==> src/rtl/core/fnr_pkg.sv <==
// shared types and constants for the fraction normalize and reduce block
`default_nettype none

package fnr_pkg;

   localparam int FNR_WIDTH = 32;
   localparam int FNR_MAG_W = FNR_WIDTH - 1;
   localparam int FNR_CNT_W = $clog2(FNR_MAG_W + 1);

   localparam logic [1:0] STATUS_OK       = 2'd0;
   localparam logic [1:0] STATUS_NULL_DEN = 2'd1;
   localparam logic [1:0] STATUS_OVERFLOW = 2'd2;

   typedef struct packed {
      logic signed [FNR_WIDTH-1:0] numer_in;
      logic signed [FNR_WIDTH-1:0] denom_in;
   } fnr_req_type;

   typedef struct packed {
      logic signed [FNR_WIDTH-1:0] numer_out;
      logic [FNR_MAG_W-1:0]        denom_out;
      logic [1:0]                  status;
   } fnr_rsp_type;

   typedef struct packed {
      logic                 start;
      logic [FNR_MAG_W-1:0] dividend;
      logic [FNR_MAG_W-1:0] divisor;
   } fnr_div_req_type;

   typedef struct packed {
      logic                 done;
      logic [FNR_MAG_W-1:0] quot;
      logic [FNR_MAG_W-1:0] rem;
   } fnr_div_rsp_type;

   typedef enum logic [2:0] {
      ST_IDLE,
      ST_GCD,
      ST_GCD_WAIT,
      ST_DIVN,
      ST_DIVN_WAIT,
      ST_DIVD,
      ST_DIVD_WAIT,
      ST_FINISH
   } fnr_state_type;

endpackage

`default_nettype wire

==> src/rtl/core/fnr_divider.sv <==
// shared restoring divider, one quotient bit per cycle
`default_nettype none

module fnr_divider (
   input  wire                       clock,
   input  wire                       reset,
   input  fnr_pkg::fnr_div_req_type  div_req,
   output fnr_pkg::fnr_div_rsp_type  div_rsp
);
   import fnr_pkg::*;

   logic                 busy_ff, busy_in;
   logic                 done_ff, done_in;
   logic [FNR_CNT_W-1:0] cnt_ff, cnt_in;
   logic [FNR_MAG_W-1:0] rem_ff, rem_in;
   logic [FNR_MAG_W-1:0] quot_ff, quot_in;
   logic [FNR_MAG_W-1:0] dvsr_ff, dvsr_in;
   logic [FNR_MAG_W:0]   shifted;
   logic [FNR_MAG_W:0]   diff;

   assign shifted = {rem_ff, quot_ff[FNR_MAG_W-1]};
   assign diff    = shifted - {1'b0, dvsr_ff};

   always_comb begin
      busy_in = busy_ff;
      done_in = 1'b0;
      cnt_in  = cnt_ff;
      rem_in  = rem_ff;
      quot_in = quot_ff;
      dvsr_in = dvsr_ff;
      if (div_req.start) begin
         busy_in = 1'b1;
         cnt_in  = FNR_CNT_W'(FNR_MAG_W);
         rem_in  = '0;
         quot_in = div_req.dividend;
         dvsr_in = div_req.divisor;
      end else if (busy_ff) begin
         if (shifted >= {1'b0, dvsr_ff}) begin
            rem_in  = diff[FNR_MAG_W-1:0];
            quot_in = {quot_ff[FNR_MAG_W-2:0], 1'b1};
         end else begin
            rem_in  = shifted[FNR_MAG_W-1:0];
            quot_in = {quot_ff[FNR_MAG_W-2:0], 1'b0};
         end
         cnt_in = cnt_ff - FNR_CNT_W'(1);
         if (cnt_ff == FNR_CNT_W'(1)) begin
            busy_in = 1'b0;
            done_in = 1'b1;
         end
      end
   end

   always_ff @(posedge clock) begin
      if (reset) begin
         busy_ff <= 1'b0;
         done_ff <= 1'b0;
         cnt_ff  <= '0;
      end else begin
         busy_ff <= busy_in;
         done_ff <= done_in;
         cnt_ff  <= cnt_in;
      end
   end

   always_ff @(posedge clock) begin
      rem_ff  <= rem_in;
      quot_ff <= quot_in;
      dvsr_ff <= dvsr_in;
   end

   assign div_rsp.done = done_ff;
   assign div_rsp.quot = quot_ff;
   assign div_rsp.rem  = rem_ff;

endmodule

`default_nettype wire

==> src/rtl/core/fraction_normalize_reduce.sv <==
// top level: normalizes a signed fraction and reduces it to lowest terms
// One fraction at a time: req_ready is high only while the sequencer is idle. Zero
// denominator, most negative input and zero numerator skip the divider and go straight
// to the finish state. Otherwise a single 31-step restoring divider does all the work:
// one division per Euclid remainder step, then one each for numerator and denominator
// (k remainder steps, k at most about 45). A finished beat sits in the output register
// while the next fraction is accepted.
`default_nettype none

module fraction_normalize_reduce (
   input  wire                  clock,
   input  wire                  reset,
   input  wire                  req_valid,
   output logic                 req_ready,
   input  fnr_pkg::fnr_req_type req_data,
   output logic                 rsp_valid,
   input  wire                  rsp_ready,
   output fnr_pkg::fnr_rsp_type rsp_data
);
   import fnr_pkg::*;

   localparam logic [FNR_WIDTH-1:0] MOST_NEG = {1'b1, {FNR_MAG_W{1'b0}}};

   fnr_state_type state_ff, state_in;

   logic                 rsp_valid_ff, rsp_valid_in;
   fnr_rsp_type          rsp_ff, rsp_in;
   logic [FNR_MAG_W-1:0] an_ff, an_in;
   logic [FNR_MAG_W-1:0] ad_ff, ad_in;
   logic [FNR_MAG_W-1:0] big_ff, big_in;
   logic [FNR_MAG_W-1:0] small_ff, small_in;
   logic                 neg_ff, neg_in;
   logic [1:0]           status_ff, status_in;

   fnr_div_req_type      div_req;
   fnr_div_rsp_type      div_rsp;

   logic                 req_beat;
   logic                 out_free;
   logic                 special;
   logic [FNR_WIDTH-1:0] n_raw, d_raw, n_neg, d_neg;
   logic [FNR_MAG_W-1:0] n_mag, d_mag;
   logic [FNR_WIDTH-1:0] mag_ext;

   fnr_divider u_div (
      .clock   (clock),
      .reset   (reset),
      .div_req (div_req),
      .div_rsp (div_rsp)
   );

   assign req_beat = req_valid && req_ready;
   assign out_free = !rsp_valid_ff || rsp_ready;

   assign n_raw = req_data.numer_in;
   assign d_raw = req_data.denom_in;
   assign n_neg = (~n_raw) + FNR_WIDTH'(1);
   assign d_neg = (~d_raw) + FNR_WIDTH'(1);
   assign n_mag = n_raw[FNR_WIDTH-1] ? n_neg[FNR_MAG_W-1:0] : n_raw[FNR_MAG_W-1:0];
   assign d_mag = d_raw[FNR_WIDTH-1] ? d_neg[FNR_MAG_W-1:0] : d_raw[FNR_MAG_W-1:0];
   assign special = (d_raw == '0) || (n_raw == MOST_NEG) || (d_raw == MOST_NEG)
                    || (n_raw == '0);

   // next state
   always_comb begin
      state_in = state_ff;
      case (state_ff)
         ST_IDLE: begin
            if (req_valid) state_in = special ? ST_FINISH : ST_GCD;
         end
         ST_GCD:       state_in = ST_GCD_WAIT;
         ST_GCD_WAIT: begin
            if (div_rsp.done) state_in = (div_rsp.rem == '0) ? ST_DIVN : ST_GCD;
         end
         ST_DIVN:      state_in = ST_DIVN_WAIT;
         ST_DIVN_WAIT: begin
            if (div_rsp.done) state_in = ST_DIVD;
         end
         ST_DIVD:      state_in = ST_DIVD_WAIT;
         ST_DIVD_WAIT: begin
            if (div_rsp.done) state_in = ST_FINISH;
         end
         ST_FINISH: begin
            if (out_free) state_in = ST_IDLE;
         end
         default:      state_in = ST_IDLE;
      endcase
   end

   // sequencer outputs
   always_comb begin
      req_ready        = 1'b0;
      div_req.start    = 1'b0;
      div_req.dividend = big_ff;
      div_req.divisor  = small_ff;
      case (state_ff)
         ST_IDLE: req_ready = 1'b1;
         ST_GCD:  div_req.start = 1'b1;
         ST_DIVN: begin
            div_req.start    = 1'b1;
            div_req.dividend = an_ff;
            div_req.divisor  = big_ff;
         end
         ST_DIVD: begin
            div_req.start    = 1'b1;
            div_req.dividend = ad_ff;
            div_req.divisor  = big_ff;
         end
         default: ;
      endcase
   end

   // datapath
   always_comb begin
      an_in        = an_ff;
      ad_in        = ad_ff;
      big_in       = big_ff;
      small_in     = small_ff;
      neg_in       = neg_ff;
      status_in    = status_ff;
      rsp_valid_in = rsp_valid_ff && !rsp_ready;
      rsp_in       = rsp_ff;
      mag_ext      = {1'b0, an_ff};
      if (req_beat) begin
         neg_in   = n_raw[FNR_WIDTH-1] ^ d_raw[FNR_WIDTH-1];
         an_in    = n_mag;
         ad_in    = d_mag;
         big_in   = (n_mag >= d_mag) ? n_mag : d_mag;
         small_in = (n_mag >= d_mag) ? d_mag : n_mag;
         if (d_raw == '0) begin
            status_in = STATUS_NULL_DEN;
            an_in     = '0;
            ad_in     = '0;
         end else if ((n_raw == MOST_NEG) || (d_raw == MOST_NEG)) begin
            status_in = STATUS_OVERFLOW;
            an_in     = '0;
            ad_in     = '0;
         end else begin
            status_in = STATUS_OK;
         end
      end
      if (div_rsp.done) begin
         case (state_ff)
            ST_GCD_WAIT: begin
               big_in   = small_ff;
               small_in = div_rsp.rem;
            end
            ST_DIVN_WAIT: an_in = div_rsp.quot;
            ST_DIVD_WAIT: ad_in = div_rsp.quot;
            default: ;
         endcase
      end
      if ((state_ff == ST_FINISH) && out_free) begin
         rsp_valid_in     = 1'b1;
         rsp_in.numer_out = neg_ff ? ((~mag_ext) + FNR_WIDTH'(1)) : mag_ext;
         rsp_in.denom_out = ad_ff;
         rsp_in.status    = status_ff;
      end
   end

   always_ff @(posedge clock) begin
      if (reset) begin
         state_ff     <= ST_IDLE;
         rsp_valid_ff <= 1'b0;
      end else begin
         state_ff     <= state_in;
         rsp_valid_ff <= rsp_valid_in;
      end
   end

   always_ff @(posedge clock) begin
      an_ff     <= an_in;
      ad_ff     <= ad_in;
      big_ff    <= big_in;
      small_ff  <= small_in;
      neg_ff    <= neg_in;
      status_ff <= status_in;
      rsp_ff    <= rsp_in;
   end

   assign rsp_valid = rsp_valid_ff;
   assign rsp_data  = rsp_ff;

endmodule

`default_nettype wire

==> config.mk <==
export PLATFORM = sky130hd
export DESIGN_NAME = fraction_normalize_reduce
export DESIGN_NICKNAME = d
export VERILOG_FILES = /design/src/rtl/core/fnr_pkg.sv /design/src/rtl/core/fnr_divider.sv /design/src/rtl/core/fraction_normalize_reduce.sv
export SDC_FILE = /design/constraint.sdc
export NUM_CORES = 1
export LEC_CHECK = 0
export ABC_CLOCK_PERIOD_IN_PS = 6600
export BUFFER_PORTS_ARGS = -buffer_cell sky130_fd_sc_hd__buf_2
export CORE_MARGIN = 1.5
export CORE_UTILIZATION = 38
export CTS_CLUSTER_SIZE = 8
export DETAILED_ROUTE_END_ITERATION = 12
export MAX_ROUTING_LAYER = met4
export PLACE_DENSITY = 0.56
export SYNTH_ARGS = -nofsm -noshare
export SYNTH_HDL_FRONTEND = slang
export SYNTH_SLANG_ARGS = --single-unit
==> constraint.sdc <==
create_clock -name clock -period 6.6 [get_ports clock]
set_clock_uncertainty 0.1 [all_clocks]
set_input_delay 1.32 -clock clock [delete_from_list [all_inputs] [get_ports clock]]
set_output_delay 1.32 -clock clock [all_outputs]
set_load 0.02 [all_outputs]
# Word level (Yosys, flattened, before mapping)
# Index checks and enable logic that the tools add are counted.
# word_totals
reg_bits	296
output_inout_bits	67
wordCells	107
inputBits	68
# op_classes
n_eq_ne	15
order_cmp	2
n_addsub	5
n_mux	44
reduce_logical	18
n_bitwise	5
# ops
cell	count
31-bit 2-to-1 mux	24
62-bit case mux with 2 select lines	1
32-bit equality test, second input constant	2
32-bit logical NOT	2
31-bit by 1-bit adder with 31-bit output, second input constant	2
31-bit NOT	2
32-bit by 1-bit adder with 32-bit output, second input constant	1
32-bit by 31-bit greater-or-equal comparator with 1-bit output	1
31-bit NOT with 32-bit output	1
31-bit greater-or-equal comparator	1
31-bit logical NOT	1
31-bit subtractor	1
3-bit case mux with 8 select lines	1
3-bit 2-to-1 mux	6
3-bit equality test, second input constant	4
5-bit 2-to-1 mux	2
1-bit 2-to-1 mux	8
3-bit by 2-bit equality test with 1-bit output, second input constant	2
2-bit by 1-bit inequality test with 1-bit output, second input constant	3
3-bit OR reduction	2
5-bit by 1-bit equality test with 1-bit output, second input constant	1
1-bit logical OR	5
5-bit AND reduction	1
5-bit by 1-bit subtractor with 5-bit output, second input constant	1
9 further kinds	14

# Longest topological paths before layout
# Gate-level depths: netlist of the first run.
# logic_depth
word_depth	8
ltp_mapped	21
mapped_depth_nobuf	18

# Cells and area by module
# A second synthesis of the first run with hierarchy kept.
# unflattened
hier_cells	1989
hier_area_um2	17707.0
# by_module_without_submodules
module	area_per_inst_um2	n_inst	seq_area_each_um2	cells_per_inst
fraction_normalize_reduce	11876.4	1	4604.4	1410
fnr_divider	5830.6	1	2622.5	579

# Least setup slack after synthesis of the first run
# Ideal clock, no wire load.
# synth_path
path_kind	input to register
start	input req_data[7] (netlist name)
end	register small_ff[2]
setup_time_ns	0.130
arrival_time_ns	5.093
required_time_ns	6.370
path_stages	18
setup_slack_ns	1.277
path_buffers	3
cell_sequence	nor4_1 -> nand4_1 -> or3_1 -> or2_2 -> o41ai_1 -> xor2_1 -> ha_1 -> nand4_1 -> nor3_1 -> a211oi_1 -> o21ai_1 -> a31oi_1 -> o21a_1 -> buf_4 -> buf_12 -> buf_12 -> mux2i_1 -> o211ai_1
# synth_via
elab_chain_len	8
# synth_lines
element	line_no	text
start, declared	fraction_normalize_reduce.sv:15	input fnr_pkg::fnr_req_type req_data,
31-bit NOT	fraction_normalize_reduce.sv:58	assign d_neg = (~d_raw) + FNR_WIDTH'(1);
31-bit by 1-bit adder with 31-bit output	fraction_normalize_reduce.sv:58	
31-bit 2-to-1 mux (*)	fraction_normalize_reduce.sv:60	assign d_mag = d_raw[FNR_WIDTH-1] ? d_neg[FNR_MAG_W-1:0] : d_raw[FNR_MAG_W-1:0];
31-bit greater-or-equal comparator (*)	fraction_normalize_reduce.sv:129	small_in = (n_mag >= d_mag) ? d_mag : n_mag;
31-bit 2-to-1 mux (*)	fraction_normalize_reduce.sv:129	
31-bit 2-to-1 mux (*)	fraction_normalize_reduce.sv:124	if (req_beat) begin
31-bit 2-to-1 mux	fraction_normalize_reduce.sv:143	case (state_ff)
31-bit 2-to-1 mux (*)	fraction_normalize_reduce.sv:142	if (div_rsp.done) begin
net small_in[2]	fraction_normalize_reduce.sv:31	logic [FNR_MAG_W-1:0] small_ff, small_in;
end signal, assigned	fraction_normalize_reduce.sv:175	small_ff <= small_in;
end, declared	fraction_normalize_reduce.sv:31	
# The timed path passes the listed nets; every way through them passes the cells marked *.
# A chain may end at the register's enable or synchronous reset.

# Worst setup path in the final report of the first run
# layout_path
start	input req_data[35] (netlist name)
end	register small_ff[8]
# layout_via
elab_chain_len	8
# layout_lines
element	line_no	text
31-bit NOT	fraction_normalize_reduce.sv:57	assign n_neg = (~n_raw) + FNR_WIDTH'(1);
31-bit by 1-bit adder with 31-bit output	fraction_normalize_reduce.sv:57	
31-bit 2-to-1 mux (*)	fraction_normalize_reduce.sv:59	assign n_mag = n_raw[FNR_WIDTH-1] ? n_neg[FNR_MAG_W-1:0] : n_raw[FNR_MAG_W-1:0];
31-bit greater-or-equal comparator	fraction_normalize_reduce.sv:129	
31-bit 2-to-1 mux (*)	fraction_normalize_reduce.sv:129	
31-bit 2-to-1 mux (*)	fraction_normalize_reduce.sv:124	
31-bit 2-to-1 mux	fraction_normalize_reduce.sv:143	
31-bit 2-to-1 mux (*)	fraction_normalize_reduce.sv:142	
net small_in[8]	fraction_normalize_reduce.sv:31	
# Marks and branches as above.

==> metrics.md, run 1 <==
| Metric | Value |
|---|---|
| Outcome | `complete, no violations` |
| Global-route wire length before repair | `79410 um` |
| Setup violations, final | `0` |
| Worst slack, placed | `roughly 0.53 ns` |
| Setup crit end kind | `flop` |
| Die height | `213.4 um` |
| Die X | `~210 um` |
| CTS HTree Levels | `2` |
| Setup tns final | `0 ns` |
| Starting density of the core | `38.78%` |
| Average via count per standard cell | `5.794` |
| Synth area leaders | `edfxtp_1 23%, dfxtp_1 20%, xnor2_1 5.3%` |
| GP Congestion | `0.9413` |
| Unique masters post-synth | `73` |
| Clock-pin transition on the worst setup and hold timing paths | `0.06 ns` |
| Area Growth Syn to Fin | `14.29%` |
| Synth warnings | `0` |
| Yosys top cell area share | `23.22%` |
| RSZ-0062 raised after global routing | `no` |
| WHS | `0.3174 ns` |
| Top_reg_cell synth | `dfxtp_1` |
| Die Area | `45520 um^2` |
| Design area | `about 19000 um^2` |
| Residual DRC | `0` |
| Clock Sinks | `296` |
| Slowest library cell on the worst path | `or3_1` |
| Syn avg cell area | `about 9.6 um^2` |
| CTS resizes | `0` |
| Final Max Slew Viols | `0` |
| Worst-margin pin slew | `1.264 ns` |
| Crit-path most repeated cell | `or3_1` |
| Fin. Hold Viols | `0` |
| Critical Path Max Stage Delay | `about 0.53 ns` |
| Bufs and invs on worst path | `2` |
| Number of post-CTS setup repair buffers | `0` |
| CTS tree | `yes` |
| Clk buf depth | `3` |
| Detailed-route wire length per cell | `21.38 um` |
| Worst slew margin | `15.56%` |
| Cell with the most instances after synthesis | `dfxtp_1` |
| Hold Path Class | `flop to flop` |
| Post-layout min period | `5.607 ns` |
| DR iter-0 viols | `~1200` |
| CTS Buf Count | `42` |
| Vias in the first global route | `13450` |
| Setup CP Type | `input pin to flop` |
| Max-cap viol count | `0` |
| Fraction of registers with async set/reset | `0%` |
| IO Pins | `135` |
| Via Count | `14300` |
| Post-synth top cells | `166 x dfxtp_1, 165 x nand2_1, 130 x edfxtp_1, 112 x a21oi_1, 102 x o21ai_0` |
| Detailed Place HPWL | `37880 um` |
| Layout cells sized above 1 | `15.90%` |
| Yosys reg bits | `296` |
| Cell count after synthesis | `between 1500 and 2000` |
| Largest net degree at the start of global routing | `81` |
| Max VDD drop | `roughly 190 uV` |
| Hold Buf Count CTS | `0` |
| EDFF count, synth | `130` |
| GRT Total Usage | `approximately a quarter` |
| Peak Freq | `0.1784 GHz` |
| Clock latency on the worst-skew pair | `0.54 ns` |
| Leak pwr | `7.507 nW` |
| Util after Layout | `44.32%` |
| Worst-path fanout max | `26` |
| Delay-heaviest family, CP | `simple AND/OR/NAND/NOR gates` |
| Placed Area | `18010 um^2` |
| Cell area after synthesis | `16810 um^2` |
| Final WL | `52770 um` |
| Crit path cell chain | `buf_2, nor4_4, nand4b_2, or3_1, or3_1, or3_1, nand2_1, xnor2_1, ha_1, nand4_1, nor3_1, a211oi_1, o21ai_1, a31oi_1, o21a_4, buf_12, mux2i_1, a221o_1` |
| CTS Root Cell | `clkbuf_16` |
| IO Port Bufs | `between 100 and 150` |
| Floorplan row count | `76` |
| CP arrival | `~5.9 ns` |
| Grt total ovfl | `0` |
| Tcrit/Tclk final | `84.95%` |
| Worst setup margin | `just under 1 ns` |
| Area leader, netlist | `edfxtp_1` |
| Post-synthesis net count | `1881` |
| Detailed Routing Iterations Pass 1 | `5` |
| Seq/Total Area, Yosys | `42.98%` |
| Worst Path Required | `6.92 ns` |
| Post-route ant nets | `0` |
| Initial antenna violation count | `2` |
| Pwr per Cell Area | `roughly 410 nW/um^2` |
| Final nets | `1979` |
| Worst setup SP type | `input pin` |
| Core ar. | `43360 um^2` |
placed cells by master (no fill, tap or decap), types with 29 or more instances in the layout:
master	netlist	final
edfxtp_1	130	130
nor2_1	90	87
mux2_2	61	61
inv_1	78	78
a21oi_1	112	112
dfxtp_1	166	165
buf_2	0	134
xnor2_1	101	101
o22ai_1	67	67
mux2i_1	76	76
nand3_1	30	29
ha_1	60	60
a22oi_1	66	66
clkbuf_1	89	31
a221o_1	40	40
o21ai_0	102	102
clkbuf_16	0	43
nand2_1	165	163
metal layers:
layer	vias to the layer above	track usage, %	share of wire [%]
met4	0	6.969	2.6
met5	-	-	0
met3	89	3.061	6.4
li1	6748	-	-
met2	520	38.24	48
met1	6942	30.36	43
flip-flops by register name, indices dropped and copies added (netlist names):
| register | cells |
|---|---|
| ad_ff | 31 |
| an_ff | 31 |
| big_ff | 31 |
| neg_ff | 1 |
| rsp_data | 65 |
| rsp_valid | 1 |
| small_ff | 31 |
| state_ff | 3 |
| status_ff | 2 |
| u_div.busy_ff | 1 |
| u_div.cnt_ff | 5 |
| u_div.done_ff | 1 |
| u_div.dvsr_ff | 31 |
| u_div.quot_ff | 31 |
| u_div.rem_ff | 31 |
report_power, final:
| part | leakage, nW | internal (mW) | total, mW | switching, mW |
|---|---|---|---|---|
| clock | 0.571 | 1.21 | 2.03 | 0.822 |
| sequential | 2.59 | 2.47 | 3.04 | 0.565 |
| combinational | 4.34 | 1.24 | 2.75 | 1.51 |
metrics by stage:
| stage | power (mW) | cells |
|---|---|---|
| detailed placement | 5.783 | 2391 |
| floorplan | 4.960 | 1752 |
| global placement | 5.732 | 2391 |
| CTS | 7.831 | 2466 |
| global route | 8.249 | 2468 |
| finish | 7.817 | 2468 |
layout make-up:
| type | count | area, um^2 |
|---|---|---|
| diodes | 2 | 5.005 |
| clock buffers | 74 | 1192 |
| clock inverters | 1 | 8.758 |
| fillers | 4246 | 24140 |
| inverters | 81 | 304.0 |
| multi-input cells | 1270 | 8864 |
| flip-flops and latches | 296 | 7228 |
| well taps | 585 | 732.0 |
| repair buffers | 159 | 883.3 |
path summary, 6_finish.rpt:
check	startpoint	endpoint	slack, ns	depth (start not counted)
worst max-delay path	req_data[35]	small_ff[8]	0.99	18
worst min register to register	status_ff[0]	rsp_data[0]	0.32	0
worst max register to register	u_div.quot_ff[30]	u_div.rem_ff[5]	1.98	14
worst min-delay path	status_ff[0]	rsp_data[0]	0.32	0
cell families (layout without fill, tap and decap cells):
group           Yosys count  after routing  synth area share, %
compound gates          533            533                20.86
simple gates            409            409                11.56
flops                   296            296                42.98
buf+inv                 186            315                4.599
mux                     137            137                8.609
xor+xnor                126            126                6.563
fa+ha+maj                65             65                4.829
other cells               0              2                    0
(Power assumes the default switching activity.)
==> run 2: changes to the inputs <==
--- a/config.mk
+++ b/config.mk
@@ -5,7 +5,7 @@
 export SDC_FILE = /design/constraint.sdc
 export NUM_CORES = 1
 export LEC_CHECK = 0
-export ABC_CLOCK_PERIOD_IN_PS = 6600
+export ABC_CLOCK_PERIOD_IN_PS = 5700
 export BUFFER_PORTS_ARGS = -buffer_cell sky130_fd_sc_hd__buf_2
 export CORE_MARGIN = 1.5
 export CORE_UTILIZATION = 38
==> constraint.sdc (replaced) <==
create_clock -name clock -period 5.7 [get_ports clock]
set_clock_uncertainty 0.1 [all_clocks]
set_input_delay 1.14 -clock clock [delete_from_list [all_inputs] [get_ports clock]]
set_output_delay 1.14 -clock clock [all_outputs]
set_load 0.02 [all_outputs]
==> metrics.md, run 2 (synthesis results as in run 1) <==
| Metric | Value |
|---|---|
| Outcome | `complete, no violations` |
| Sw power | `around 3.3 mW` |
| Worst-path fanout max | `38` |
| Fillers | `4259` |
| Starting density of the core | `approximately two fifths` |
| GP Congestion | `between 0.9 and 1` |
| Grt total ovfl | `0` |
| Vias in the first global route | `about 14000` |
| Average via count per standard cell | `5.763` |
| Peak Freq | `0.1919 GHz` |
| Design Power | `between 9 and 10 mW` |
| Post-route ant nets | `0` |
| Placed cells | `2419` |
| Die height | `213.4 um` |
| Core ar. | `43360 um^2` |
| Final Max Slew Viols | `0` |
| Clock power frac | `~26%` |
| Final WL | `53780 um` |
| Clock latency on the worst-skew pair | `0.54 ns` |
| Max reg flops | `65` |
| Hold Buf Count CTS | `0` |
| Global-route wire length before repair | `82540 um` |
| Setup crit end kind | `flop` |
| Sw frac | `between 30% and 40%` |
| Worst Path Required | `approximately 6 ns` |
| IO Pins | `135` |
| Initial antenna violation count | `0` |
| Design internal power | `between 5 and 6 mW` |
| Largest net degree at the start of global routing | `88` |
| Post-route non-filler standard cell count | `between 2000 and 2500` |
| Logic pwr share | `35.4%` |
| Via Count | `14380` |
| Worst setup SP type | `input pin` |
| Most frequent cells in the layout | `165 x dfxtp_1, 163 x nand2_1, 134 x buf_2` |
| Fin. Hold Viols | `0` |
| Worst slew margin | `a little under a fifth` |
| Clk buf depth | `3` |
| CTS resizes | `0` |
| Critical Path Max Stage Delay | `0.53 ns` |
| Crit-path most repeated cell | `or3_1` |
| Detailed Place HPWL | `38720 um` |
| Pwr per Cell Area | `between 400 and 500 nW/um^2` |
| RSZ-0062 raised after global routing | `no` |
| Setup CP Type | `input pin to flop` |
| Delay-heaviest family, CP | `simple AND/OR/NAND/NOR gates` |
| Most common library cell in the layout ignoring fill and taps | `dfxtp_1` |
| Die X | `~210 um` |
| Worst-margin pin slew | `1.226 ns` |
| DR iter-0 viols | `1232` |
| CTS Buf Count | `42` |
| Sequential share of power | `38.9%` |
| Setup violations, final | `0` |
| Post-layout min period | `5.211 ns` |
| Max VDD drop | `251.1 uV` |
| Residual DRC | `0` |
| Ant diodes | `0` |
| CTS tree | `yes` |
| CTS HTree Levels | `2` |
| Leak pwr | `7.641 nW` |
| Clock-pin transition on the worst setup and hold timing paths | `0.05 ns` |
| CTS Root Cell | `clkbuf_16` |
| Final nets | `2007` |
| Detailed Routing Iterations Pass 1 | `5` |
| Max-cap viol count | `0` |
| Clock Sinks | `296` |
| IO Port Bufs | `134` |
| Number of post-CTS setup repair buffers | `0` |
| Crit path cell chain | `buf_2, or3_4, or2_4, or3_1, or3_1, or3_1, nand2_1, xnor2_1, ha_1, nand4_1, nor3_1, a211oi_1, o21ai_1, a31oi_1, o21a_4, buf_12, mux2i_1, a221o_1` |
| Tcrit/Tclk final | `about 91%` |
| Bufs and invs on worst path | `2` |
| Floorplan row count | `76` |
| CP arrival | `5.52 ns` |
| Slowest library cell on the worst path | `or3_1` |
| Detailed-route wire length per cell | `21.56 um` |
| Area Growth Syn to Fin | `15.51%` |
| Die Area | `45520 um^2` |
| Layout cells sized above 1 | `17.17%` |
| Setup tns final | `0 ns` |
| Hold Path Class | `flop to flop` |
| GRT Total Usage | `24.25%` |
run 2: cell count changes in the layout (fill, tap and decap cells not counted), sizes merged:
cell,delta
clkinv,+1
clkbuf,-1
diode,-2
buf,+28
inv,+1
run 2: through the flow:
step	hold slack [ns]	setup slack [ns]	utilization (%)	instance area [um^2]
finish	0.3195	0.4887	44.79	19420
global route	0.3247	0.1700	44.79	19420
CTS	0.3192	0.5967	44.79	19420
detailed placement	0.3061	0.07022	42.02	18220
global placement	0.3056	0.1336	42.02	18220
floorplan	0.3003	0.5570	-	16810
run 2: layout make-up:
cell class	count	area (um^2)	share of cell area, %
multi-input combinational	1270	8864	45.64
clock inverter	3	33.78	0.1739
sequential	296	7228	37.22
timing repair buffer	187	1094	5.630
tap	585	732.0	3.769
inverter	81	304.0	1.565
clock buffer	73	1167	6.010
run 2: path summary, 6_finish.rpt:
kind                      from               to  slack (ns)  cells after the start
min               status_ff[1]      rsp_data[1]        0.32                      0
min reg2reg       status_ff[1]      rsp_data[1]        0.32                      0
max reg2reg  u_div.quot_ff[30]  u_div.rem_ff[2]        1.33                     14
max               req_data[47]      small_ff[6]        0.49                     18
run 2: layer usage:
layer,track usage (%),part of all wire [%]
met5,-,0
met4,8.499,3.6
met3,3.471,6.5
met2,38.91,47
met1,31.27,43
run 2: power by group through the flow:
| stage | Combinational (mW) | Sequential [mW] | Clock [mW] |
|---|---|---|---|
| 6_report | 3.20 | 3.52 | 2.33 |
| 2_1_floorplan | 2.51 | 3.24 | 0 |
| 3_5_place_dp | 3.17 | 3.56 | 0 |
| 3_3_place_gp | 3.11 | 3.55 | 0 |
| 5_1_grt | 3.56 | 3.59 | 2.45 |
| 4_1_cts | 3.19 | 3.52 | 2.37 |
==> run 3: changes to the inputs <==
--- a/config.mk
+++ b/config.mk
@@ -5,7 +5,6 @@
 export SDC_FILE = /design/constraint.sdc
 export NUM_CORES = 1
 export LEC_CHECK = 0
-export ABC_CLOCK_PERIOD_IN_PS = 5700
 export BUFFER_PORTS_ARGS = -buffer_cell sky130_fd_sc_hd__buf_2
 export CORE_MARGIN = 1.5
 export CORE_UTILIZATION = 38
@@ -15,4 +14,5 @@
 export PLACE_DENSITY = 0.56
 export SYNTH_ARGS = -nofsm -noshare
 export SYNTH_HDL_FRONTEND = slang
+export SYNTH_HIERARCHICAL = 1
 export SYNTH_SLANG_ARGS = --single-unit
==> metrics.md, run 3 <==
| Metric | Value |
|---|---|
| Most common library cell in the layout ignoring fill and taps | `nand2_1` |
| Setup crit end kind | `flop` |
| Post-route non-filler standard cell count | `around 2800` |
| CP arrival | `5.73 ns` |
| IO Pins | `135` |
| Critical Path Max Stage Delay | `~0.58 ns` |
| CTS tree | `yes` |
| Die Area | `47900 um^2` |
| CTS resizes | `0` |
| GR Util met2 | `39.87%` |
| Post-route ant nets | `0` |
| Hold Path Class | `flop to flop` |
| GRT Total Usage | `around a quarter` |
| Post-synth top cells | `196 x nand2_1, 166 x dfxtp_1, 157 x nor2_1, 146 x o21ai_0, 130 x edfxtp_1` |
| Clock-pin transition on the worst setup and hold timing paths | `0.06 ns` |
| Setup violations, final | `0` |
| Vias in the first global route | `between 15000 and 20000` |
| Crit-path most repeated cell | `or4_1` |
| Area leader, netlist | `edfxtp_1` |
| Starting density of the core | `38.77%` |
| Crit path cell chain | `buf_2, or4_1, or4_1, buf_4, or2_2, nand2_1, xnor2_1, ha_1, and4_1, o311ai_0, o211ai_1, a211oi_1, or4_1, buf_4, buf_12, nand3_1, nand3_1` |
| Setup CP Type | `input pin to flop` |
| GR peak layer | `met2` |
| Max-cap viol count | `0` |
| Fillers | `around 4400` |
| GR met3 Demand/Resource | `around 3.4%` |
| Final nets | `2245` |
| GP Congestion | `just over 0.9` |
| Synth area leaders | `edfxtp_1 22%, dfxtp_1 19%, a22oi_1 5.0%` |
| Levels on crit path | `17` |
| DR iter-0 viols | `1369` |
| Tcrit/Tclk final | `94.81%` |
| Die X | `218.9 um` |
| Worst-margin pin slew | `1.090 ns` |
| Outcome | `complete, no violations` |
| Final WL | `approximately 60000 um` |
| Slowest library cell on the worst path | `or4_1` |
| Fin. Hold Viols | `0` |
| Residual DRC | `0` |
| Clock Sinks | `296` |
| Synth warnings | `6` |
| Cell with the most instances after synthesis | `nand2_1` |
| Clk buf depth | `3` |
| Design Power | `9.230 mW` |
| Layout cells sized above 1 | `17.21%` |
| Bufs and invs on worst path | `4` |
| Largest net degree at the start of global routing | `64` |
| Critical path endpoint | `small_ff[5]` |
| Yosys top cell area share | `22.05%` |
| Max VDD drop | `258.0 uV` |
| Final Max Slew Viols | `0` |
| Post-layout min period | `5.404 ns` |
| Via Count | `16270` |
| Post-synthesis net count | `2118` |
| Cell count after synthesis | `1989` |
| RSZ-0062 raised after global routing | `no` |
| Placed cells | `~2700` |
| Reg-to-reg critical path startpoint | `an_ff[3]` |
| Initial antenna violation count | `2` |
| Number of post-CTS setup repair buffers | `0` |
| CTS HTree Levels | `2` |
| CTS Root Cell | `clkbuf_16` |
| Worst slew margin | `27.31%` |
| Worst Path Required | `6.02 ns` |
| Clock latency on the worst-skew pair | `0.55 ns` |
| FF-to-FF End | `rsp_data[61]` |
| Average via count per standard cell | `around 5.9` |
| GR Util met1 | `roughly 33%` |
| Leak pwr | `8.121 nW` |
| Hold Buf Count CTS | `0` |
| Syn avg cell area | `8.902 um^2` |
| Design area | `20600 um^2` |
| Core ar. | `45670 um^2` |
| Detailed Place HPWL | `43160 um` |
| Max reg flops | `65` |
| WHS | `0.3352 ns` |
| Grt total ovfl | `0` |
| Pwr per Cell Area | `448.1 nW/um^2` |
| Worst-path fanout max | `33` |
| Die height | `approximately 220 um` |
| Register-to-register setup slack | `1.34 ns` |
| Reg2reg path depth | `9` |
| Area Growth Syn to Fin | `16.32%` |
| Worst setup SP type | `input pin` |
| EDFF count, synth | `130` |
| Detailed-route wire length per cell | `approximately 22 um` |
| Fraction of registers with async set/reset | `0%` |
| Global-route wire length before repair | `90980 um` |
| Floorplan row count | `78` |
| Most frequent cells in the layout | `195 x nand2_1, 166 x dfxtp_1, 153 x nor2_1` |
| Detailed Routing Iterations Pass 1 | `6` |
| CTS Buf Count | `43` |
| IO Port Bufs | `134` |
| Cell area after synthesis | `17710 um^2` |
| Delay-heaviest family, CP | `simple AND/OR/NAND/NOR gates` |
| Yosys reg bits | `296` |
| Top_reg_cell synth | `dfxtp_1` |
| Setup tns final | `0 ns` |
| Seq/Total Area, Yosys | `about two fifths` |
| Crit path launch | `req_data[33]` |
| Peak Freq | `0.1850 GHz` |
| Placed Area | `a little under 20000 um^2` |
| Unique masters post-synth | `86` |
## run 3: power breakdown
group | switching (mW) | total (mW) | leakage [nW] | internal (mW)
Sequential | 0.595 | 3.45 | 2.60 | 2.85
Combinational | 1.95 | 3.32 | 4.91 | 1.37
Clock | 0.962 | 2.47 | 0.612 | 1.50
Total | 3.51 | 9.23 | 8.12 | 5.72
## run 3: metal layers
metal | share of wire (%) | up-vias | wire length (um)
li1 | - | 7630 | -
met1 | 44 | 7994 | 26410
met2 | 47 | 541 | 28310
met3 | 5.6 | 109 | 3358
met4 | 3.3 | 0 | 1976
met5 | 0 | - | 0
## run 3: cells by family (layout without fill, tap and decap cells)
kind of cell    count (synthesis)  count (layout)  share of synthesized area, %
buf+inv                       189             350                         4.197
flops                         296             296                         40.81
other cells                     0               2                             0
fa+ha+maj                      61              61                         4.353
simple gates                  678             678                         18.82
mux                            79              79                         4.918
compound gates                570             570                         21.08
xor+xnor                      116             116                         5.815
## run 3: worst min-delay path by stage
stage                  from     endpoint  cells after the start
2_1_floorplan  status_ff[0]  rsp_data[0]                      0
3_3_place_gp   status_ff[1]  rsp_data[1]                      0
3_5_place_dp   status_ff[1]  rsp_data[1]                      0
4_1_cts        status_ff[0]  rsp_data[0]                      0
5_1_grt        status_ff[0]  rsp_data[0]                      0
6_report       status_ff[0]  rsp_data[0]                      0
## run 3: layout make-up
class	instances	area, um^2	share of cell area [%]
Sequential cell	296	7227	35.09
Timing Repair Buffer	212	1306	6.342
Tap cell	600	750.7	3.645
Multi-Input combinational cell	1504	9802	47.59
Inverter	59	221.5	1.075
Antenna cell	2	5.005	0.02430
Clock buffer	79	1285	6.239
## run 3: stage by stage
stage	worst slack, ns	util, %
floorplan	0.1744	-
global placement	-0.03986	42.27
detailed placement	-0.08028	42.27
CTS	0.4460	45.09
global route	0.2072	45.10
finish	0.2958	45.10
## run 3: worst register-to-register path: stages (launching register included)
cell and delay (ns):
dfxtp_1 0.39, or4_4 0.57, or4b_4 0.54, or4_4 0.46, or3_1 0.41, or3_1 0.39
or3_1 0.37, o41ai_1 0.54, nand2_1 0.14, xor2_1 0.18
